### config.mk
export PLATFORM = sky130hd
export DESIGN_NAME = box_difference_splitter
export DESIGN_NICKNAME = d
export VERILOG_FILES = /design/src/hdl/bds_pkg.sv /design/src/hdl/bds_carve.sv /design/src/hdl/bds_result_queue.sv /design/src/hdl/box_difference_splitter.sv
export SDC_FILE = /design/constraint.sdc
export NUM_CORES = 1
export LEC_CHECK = 0
export BUFFER_PORTS_ARGS = -buffer_cell sky130_fd_sc_hd__buf_2
export CAP_MARGIN = 5
export CORE_MARGIN = 1.5
export CORE_UTILIZATION = 30
export CTS_CLUSTER_DIAMETER = 40
export DETAILED_ROUTE_END_ITERATION = 16
export MAX_ROUTING_LAYER = met4
export PLACE_DENSITY = 0.48
export SLEW_MARGIN = 20
export SYNTH_ARGS = -nofsm -noshare
export SYNTH_HDL_FRONTEND = slang
export SYNTH_SLANG_ARGS = --single-unit
### constraint.sdc
create_clock -name clock -period 30.8 [get_ports clock]
set_input_delay 1.54 -clock clock [delete_from_list [all_inputs] [get_ports clock]]
set_output_delay 1.54 -clock clock [all_outputs]
set_load 0.05 [all_outputs]
### src/hdl/bds_pkg.sv
// bds_pkg: shared types, constants and coordinate helpers for the box difference splitter
// no dependencies; imported by every module in hdl/

package bds_pkg;

   localparam int DIMS          = 2;
   localparam int COORD_BITS    = 32;
   localparam int FIELD_BITS    = 32;
   localparam int CARRIED_DIMS  = 2;
   localparam int MAX_RESULTS   = 2 * CARRIED_DIMS;
   localparam int SLOT_BITS     = $clog2(MAX_RESULTS);
   localparam int WIDE_BITS     = (COORD_BITS > FIELD_BITS) ? COORD_BITS : FIELD_BITS;

   typedef logic signed [COORD_BITS-1:0] coord_type;
   typedef logic        [FIELD_BITS-1:0] field_type;
   typedef coord_type   [CARRIED_DIMS-1:0] coord_vec_type;

   typedef struct packed {
      coord_vec_type lo;
      coord_vec_type hi;
   } box_type;

   // all pieces of one difference, slot order: upper/lower slab per dimension
   typedef struct packed {
      box_type [MAX_RESULTS-1:0] box;
      logic    [MAX_RESULTS-1:0] valid;
      logic                      no_box;
   } carve_type;

   typedef struct packed {
      box_type box;
      logic    is_last;
      logic    no_box;
   } result_type;

   // field word to internal coordinate, sign-extended or cut to COORD_BITS
   function automatic coord_type to_coord(field_type x);
      logic signed [WIDE_BITS-1:0] w;
      w = WIDE_BITS'(signed'(x));
      return w[COORD_BITS-1:0];
   endfunction

   // internal coordinate back to a field word
   function automatic field_type from_coord(coord_type c);
      logic signed [WIDE_BITS-1:0] w;
      w = WIDE_BITS'(c);
      return w[FIELD_BITS-1:0];
   endfunction

endpackage

### src/hdl/bds_carve.sv
// bds_carve: combinational split of box A minus box B into up to four disjoint slabs
// depends on bds_pkg

module bds_carve import bds_pkg::*; (
   input  box_type   a,
   input  box_type   b,
   output carve_type carve
);

   always_comb begin
      coord_vec_type ilo;
      coord_vec_type ihi;
      coord_vec_type rlo;
      coord_vec_type rhi;
      logic          empty;
      logic          same;

      empty = 1'b0;
      same  = 1'b1;
      for (int d = 0; d < CARRIED_DIMS; d++) begin
         ilo[d] = ($signed(a.lo[d]) < $signed(b.lo[d])) ? b.lo[d] : a.lo[d];
         ihi[d] = ($signed(b.hi[d]) < $signed(a.hi[d])) ? b.hi[d] : a.hi[d];
         if (d < DIMS) begin
            if ($signed(ihi[d]) < $signed(ilo[d])) empty = 1'b1;
            if (ilo[d] != a.lo[d] || ihi[d] != a.hi[d]) same = 1'b0;
         end
      end

      rlo   = a.lo;
      rhi   = a.hi;
      carve = '0;
      if (empty) begin
         carve.box[0]   = a;
         carve.valid[0] = 1'b1;
      end else if (same) begin
         carve.valid[0] = 1'b1;
         carve.no_box   = 1'b1;
      end else begin
         for (int d = 0; d < CARRIED_DIMS; d++) begin
            if (d < DIMS) begin
               // upper slab first, then lower, remainder shrinks each time
               if ($signed(ihi[d]) < $signed(rhi[d])) begin
                  carve.box[2*d].lo    = rlo;
                  carve.box[2*d].hi    = rhi;
                  carve.box[2*d].lo[d] = ihi[d] + coord_type'(1);
                  carve.valid[2*d]     = 1'b1;
                  rhi[d]               = ihi[d];
               end
               if ($signed(rlo[d]) < $signed(ilo[d])) begin
                  carve.box[2*d+1].lo    = rlo;
                  carve.box[2*d+1].hi    = rhi;
                  carve.box[2*d+1].hi[d] = ilo[d] - coord_type'(1);
                  carve.valid[2*d+1]     = 1'b1;
                  rlo[d]                 = ilo[d];
               end
            end
         end
      end
   end

endmodule

### src/hdl/bds_result_queue.sv
// bds_result_queue: holds the pieces of one item and sends them one word per cycle while out_ready is high
// depends on bds_pkg

module bds_result_queue import bds_pkg::*; (
   input  logic       clock,
   input  logic       reset,
   input  logic       in_valid,
   input  carve_type  carve,
   output logic       take,
   output logic       out_valid,
   input  logic       out_ready,
   output result_type out_word
);

   carve_type              carve_ff;
   carve_type              carve_in;
   logic [MAX_RESULTS-1:0] mask_ff;
   logic [MAX_RESULTS-1:0] mask_in;
   logic [SLOT_BITS-1:0]   sel;
   logic                   sent;

   always_comb begin
      sel = '0;
      for (int i = MAX_RESULTS - 1; i >= 0; i--) begin
         if (mask_ff[i]) sel = SLOT_BITS'(i);
      end
   end

   assign out_valid        = |mask_ff;
   assign sent             = out_valid && out_ready;
   // bank is free or its final word leaves this cycle
   assign take             = in_valid && (!out_valid || (sent && $onehot(mask_ff)));
   assign out_word.box     = carve_ff.box[sel];
   assign out_word.is_last = $onehot(mask_ff);
   assign out_word.no_box  = carve_ff.no_box;

   always_comb begin
      carve_in = carve_ff;
      mask_in  = mask_ff;
      if (take) begin
         carve_in = carve;
         mask_in  = carve.valid;
      end else if (sent) begin
         mask_in = mask_ff & ~(MAX_RESULTS'(1) << sel);
      end
   end

   always_ff @(posedge clock) begin
      if (reset) begin
         mask_ff <= '0;
      end else begin
         mask_ff <= mask_in;
      end
   end

   always_ff @(posedge clock) begin
      carve_ff <= carve_in;
   end

endmodule

### src/hdl/box_difference_splitter.sv
// box_difference_splitter: axis-aligned box difference A minus B, top level
// depends on bds_pkg, bds_carve, bds_result_queue
//
// Takes boxes A and B (inclusive bounds, two dimensions) and returns A minus B as one to four
// disjoint boxes, one result word per cycle while rsp_ready is high, the final one flagged
// rsp_is_last. A disjoint B gives A back whole; a B covering A gives one word with rsp_no_box
// set and zero bounds. The input word is registered in the input stage, then carved and
// loaded into the result bank, from which the words are sent. The next input is taken while
// the current pieces drain, and its pieces follow the last one with no gap.

module box_difference_splitter import bds_pkg::*; (
   input  logic        clock,
   input  logic        reset,
   input  logic        req_valid,
   output logic        req_ready,
   input  logic [31:0] req_a_low_0,
   input  logic [31:0] req_a_high_0,
   input  logic [31:0] req_a_low_1,
   input  logic [31:0] req_a_high_1,
   input  logic [31:0] req_b_low_0,
   input  logic [31:0] req_b_high_0,
   input  logic [31:0] req_b_low_1,
   input  logic [31:0] req_b_high_1,
   output logic        rsp_valid,
   input  logic        rsp_ready,
   output logic [31:0] rsp_out_low_0,
   output logic [31:0] rsp_out_high_0,
   output logic [31:0] rsp_out_low_1,
   output logic [31:0] rsp_out_high_1,
   output logic        rsp_is_last,
   output logic        rsp_no_box
);

   logic       s1_valid_ff;
   logic       s1_valid_in;
   box_type    a_ff;
   box_type    a_in;
   box_type    b_ff;
   box_type    b_in;
   carve_type  carve;
   logic       take;
   result_type word;
   logic       req_fire;

   assign req_ready = !s1_valid_ff || take;
   assign req_fire  = req_valid && req_ready;

   always_comb begin
      a_in        = a_ff;
      b_in        = b_ff;
      s1_valid_in = s1_valid_ff;
      if (req_fire) begin
         a_in.lo[0]  = to_coord(req_a_low_0);
         a_in.hi[0]  = to_coord(req_a_high_0);
         a_in.lo[1]  = to_coord(req_a_low_1);
         a_in.hi[1]  = to_coord(req_a_high_1);
         b_in.lo[0]  = to_coord(req_b_low_0);
         b_in.hi[0]  = to_coord(req_b_high_0);
         b_in.lo[1]  = to_coord(req_b_low_1);
         b_in.hi[1]  = to_coord(req_b_high_1);
         s1_valid_in = 1'b1;
      end else if (take) begin
         s1_valid_in = 1'b0;
      end
   end

   always_ff @(posedge clock) begin
      if (reset) begin
         s1_valid_ff <= 1'b0;
      end else begin
         s1_valid_ff <= s1_valid_in;
      end
   end

   always_ff @(posedge clock) begin
      a_ff <= a_in;
      b_ff <= b_in;
   end

   bds_carve u_carve (
      .a     (a_ff),
      .b     (b_ff),
      .carve (carve)
   );

   bds_result_queue u_queue (
      .clock     (clock),
      .reset     (reset),
      .in_valid  (s1_valid_ff),
      .carve     (carve),
      .take      (take),
      .out_valid (rsp_valid),
      .out_ready (rsp_ready),
      .out_word  (word)
   );

   // dimensions beyond DIMS read as zero
   assign rsp_out_low_0  = (DIMS > 0) ? from_coord(word.box.lo[0]) : '0;
   assign rsp_out_high_0 = (DIMS > 0) ? from_coord(word.box.hi[0]) : '0;
   assign rsp_out_low_1  = (DIMS > 1) ? from_coord(word.box.lo[1]) : '0;
   assign rsp_out_high_1 = (DIMS > 1) ? from_coord(word.box.hi[1]) : '0;
   assign rsp_is_last    = word.is_last;
   assign rsp_no_box     = word.no_box;

   // an empty difference is always a single word
   assert property (@(posedge clock) disable iff (reset)
      rsp_valid && rsp_no_box |-> rsp_is_last)
      else $error("no_box word not marked last");

   // a new item only replaces the bank when its final word leaves
   assert property (@(posedge clock) disable iff (reset)
      take && rsp_valid |-> rsp_ready && rsp_is_last)
      else $error("result bank overwritten before drained");

   // input stage keeps its item until the bank takes it
   assert property (@(posedge clock) disable iff (reset)
      s1_valid_ff && !take |=> s1_valid_ff)
      else $error("input stage item lost");

   assert property (@(posedge clock)
      reset |=> !rsp_valid && req_ready)
      else $error("output not idle after reset");

endmodule
==> impl_results.md <==
- Status: complete, no violations
- Tightest Pin Transition: about 1.1 ns
- Final min period: roughly 9.5 ns
- Die Ht: roughly 380 um
- Congestion Overflow GR: 0
- Initial antenna violation count: 19
- Vias per cell: around 5.2
- CTS tree: built
- Worst clock skew: approximately 0.031 ns
- GRT Total Usage: approximately 23%
- IO Pins: about 400
- Worst reg2reg startpoint: a_ff[66]
- Max layer used: met4
- R2R setup slack: between 20 and 25 ns
- Hold_sp: u_queue.mask_ff[2]
- GPL Wtd Cong: 0.946
- Final wirelength: between 150000 and 200000 um
- Crit path cell chain: ha_1 -> nand2_1 -> o21ai_1 -> a31oi_1 -> o31ai_1 -> a211oi_2 -> nor2_4 -> buf_4 -> nor2_1 -> a21oi_1 -> ha_1 -> nand4_1 -> nor4_1 -> nand3_1 -> or3_1 -> or2_2 -> nor4_1 -> and4_1 -> or4_4 -> buf_4 -> buf_4 -> o21ba_1
- Effective utilization at floorplan: between 30% and 40%
- Hold Path Sink: u_queue.mask_ff[2]
- RSZ-0062 raised after global routing: no
- FF-to-FF End: u_queue.carve_ff[436]
- Fillers: 14100
- Clk_lat worst skew: 0.77 ns
- Total power: approximately 0.0059 W
- WL per Instance: 25.3 um
- Fmax achieved: 105 MHz
- Worst hold stages: 2
- Residual DRC: 0
- Post-synth EDFFs: a little under 800
- Crit end category: flip-flop
- Largest stage delay on the critical path: 0.83 ns
- CP max stage cell: buf_4
- Ys flop type: edfxtp_1
- Synthesized net count: approximately 4600
- CP most frequent cell: buf_4
- Via count: ~33000
- Netlist cell types: 79
- Clock Path Buffers: 3
- HP Class: reg -> reg
- IR drop worst, VDD: between 0.09 and 0.1 mV
- Met3 wire len: approximately 12000 um
- Fraction of layout cells with a size suffix above 1: ~17%
- Hpwl dp: 119000 um
- CP Max Fanout: 61
- Clock root buffer: clkbuf_16
- Synth Instances: around 4000
- Worst-path clk slew: ~0.050 ns
- R2R cell count: 22
- PD cells: 114 mW/mm2
- Die width: around 380 um
- Die area: between 0.1 and 0.15 mm2
- Max-cap violations: 0
- Static leakage: 20.4 nW
- Syn avg cell area: ~11 um2
- Vias in the first global route: approximately 32000
- Final period util: 30.9%
- Synth async-reset ratio: 0%
- Headroom to the max-slew limit: roughly 27%
- CP arrival: 10.03 ns
- Final hold vios: 0
- Clock Sink Count: around 770
- Commonest non-fill, non-tap cell in the layout: edfxtp_1
- Nets: around 5000
- WL met2: a little under 70000 um
- Largest net degree at the start of global routing: 100
- Core footprint: between 0.1 and 0.15 mm2
- Setup TNS: 0 ns
- Synth warn: 0
- Commonest cells after routing, fill and taps aside: edfxtp_1, nor2_1, nand2_1
- Pre-antenna DRT Iters: 6
- Resized Gates After CTS: 0
- Number of cell rows: 138
- Post-Route M1 WL: ~77000 um
- Num CTS Buffers: 143
- Final Slew Violations: 0
- Mapped cell area: about 0.043 mm2
- Number of port buffers: between 300 and 400
- Layout area overhead: 21.0%
- Synth Register Bits: between 700 and 800
- # H-tree levels: 4
- Iter 0 DRT Violations: around 3400
- Hold Buf Count CTS: 0
- Sequential share of the synthesized area: a little over half
- WP data required: 31.31 ns
- Final setup vio count: 0
- Post-CTS Setup Repair Bufs: 0
- Post-DRT Antenna Nets: 0
- First-pass GRT wire length: 231000 um
- Critical Path Source Type: flip-flop
- Kind of critical path: reg -> reg
==> registers in the layout, indices dropped and copies added (netlist names) <==
register and count:
a_ff 128, b_ff 128, u_queue.carve_ff 512, u_queue.out_word 1, u_queue.mask_ff 4, s1_valid_ff 1
==> where the power goes <==
group	switching, W	total (W)	internal (W)
logic	0.00200	0.00264	0.000643
registers	0.000119	0.00169	0.00157
clock network	0.000592	0.00158	0.000992
total	0.00271	0.00592	0.00320
==> synthesized netlist by cell type (76+ instances only) <==
master	count	area, um2
nor2b_1	148	926
clkbuf_1	160	601
a31oi_1	138	863
ha_1	315	3940
nand4_1	76	475
nand2_1	427	1600
inv_1	209	785
o21ai_0	114	571
a211oi_1	140	1050
nor2_1	587	2200
edfxtp_1	769	23100
a21oi_1	234	1170
==> area by class of cell <==
class                   count  area, um2  share of cell area, %
diodes                     14       35.0                 0.0678
clock buffers             156       3690                   7.14
clock inverters           104       1140                   2.21
inverters                 209        792                   1.53
multi-input cells        2845      18100                   35.0
flip-flops and latches    774      23200                   44.9
well taps                1890       2360                   4.58
repair buffers            445       2360                   4.57
==> stage by stage <==
stage	setup slack (ns)	instance area [um2]	utilization, %	std cells	hold WS (ns)
global route	20.75	51700	36.5	6432	0.551
CTS	21.34	51600	36.5	6423	0.525
detailed placement	21.39	46800	33.1	6163	0.517
global placement	21.12	46800	33.1	6163	0.519
floorplan	16.61	42700	-	4026	0.477
finish	21.28	51700	36.5	6437	0.536
==> logic make-up after synthesis <==
group | count (synthesis) | synth area share (%)
AO/OA/AOI/OAI | 816 | 12.1
multiplexers | 116 | 2.88
adder cells (fa/ha/maj) | 317 | 9.29
buffers and inverters | 407 | 3.65
flip-flops | 774 | 54.3
AND/OR/NAND/NOR | 1504 | 15.9
XOR/XNOR | 92 | 1.89
==> routing by layer <==
layer / GRT usage (%) / up-vias
met5: - / -
met3: 4.98 / 197
met2: 32.2 / 1213
met4: 7.53 / 0
met1: 31.7 / 16500
li1: - / 15600
==> worst max path at each step <==
stage	start	endpoint	slack [ns]	cells past startpoint
global route	a_ff[66]	u_queue.carve_ff[436]	20.75	22
detailed placement	a_ff[66]	u_queue.carve_ff[436]	21.39	22
global placement	a_ff[85]	u_queue.carve_ff[436]	21.12	21
floorplan	u_queue.mask_ff[0]	u_queue.mask_ff[3]	16.61	11
CTS	a_ff[66]	u_queue.carve_ff[436]	21.34	22
finish	a_ff[66]	u_queue.carve_ff[436]	21.28	22
==> worst max-delay path, delay by kind of cell, from the launching register on <==
family | cells | cell delay, ns
buf+inv | 3 | 2.05
flops | 1 | 0.52
simple gates | 11 | 3.83
fa+ha+maj | 2 | 0.65
compound gates | 6 | 2.06
Note: power is estimated with default switching activity, not from simulation.
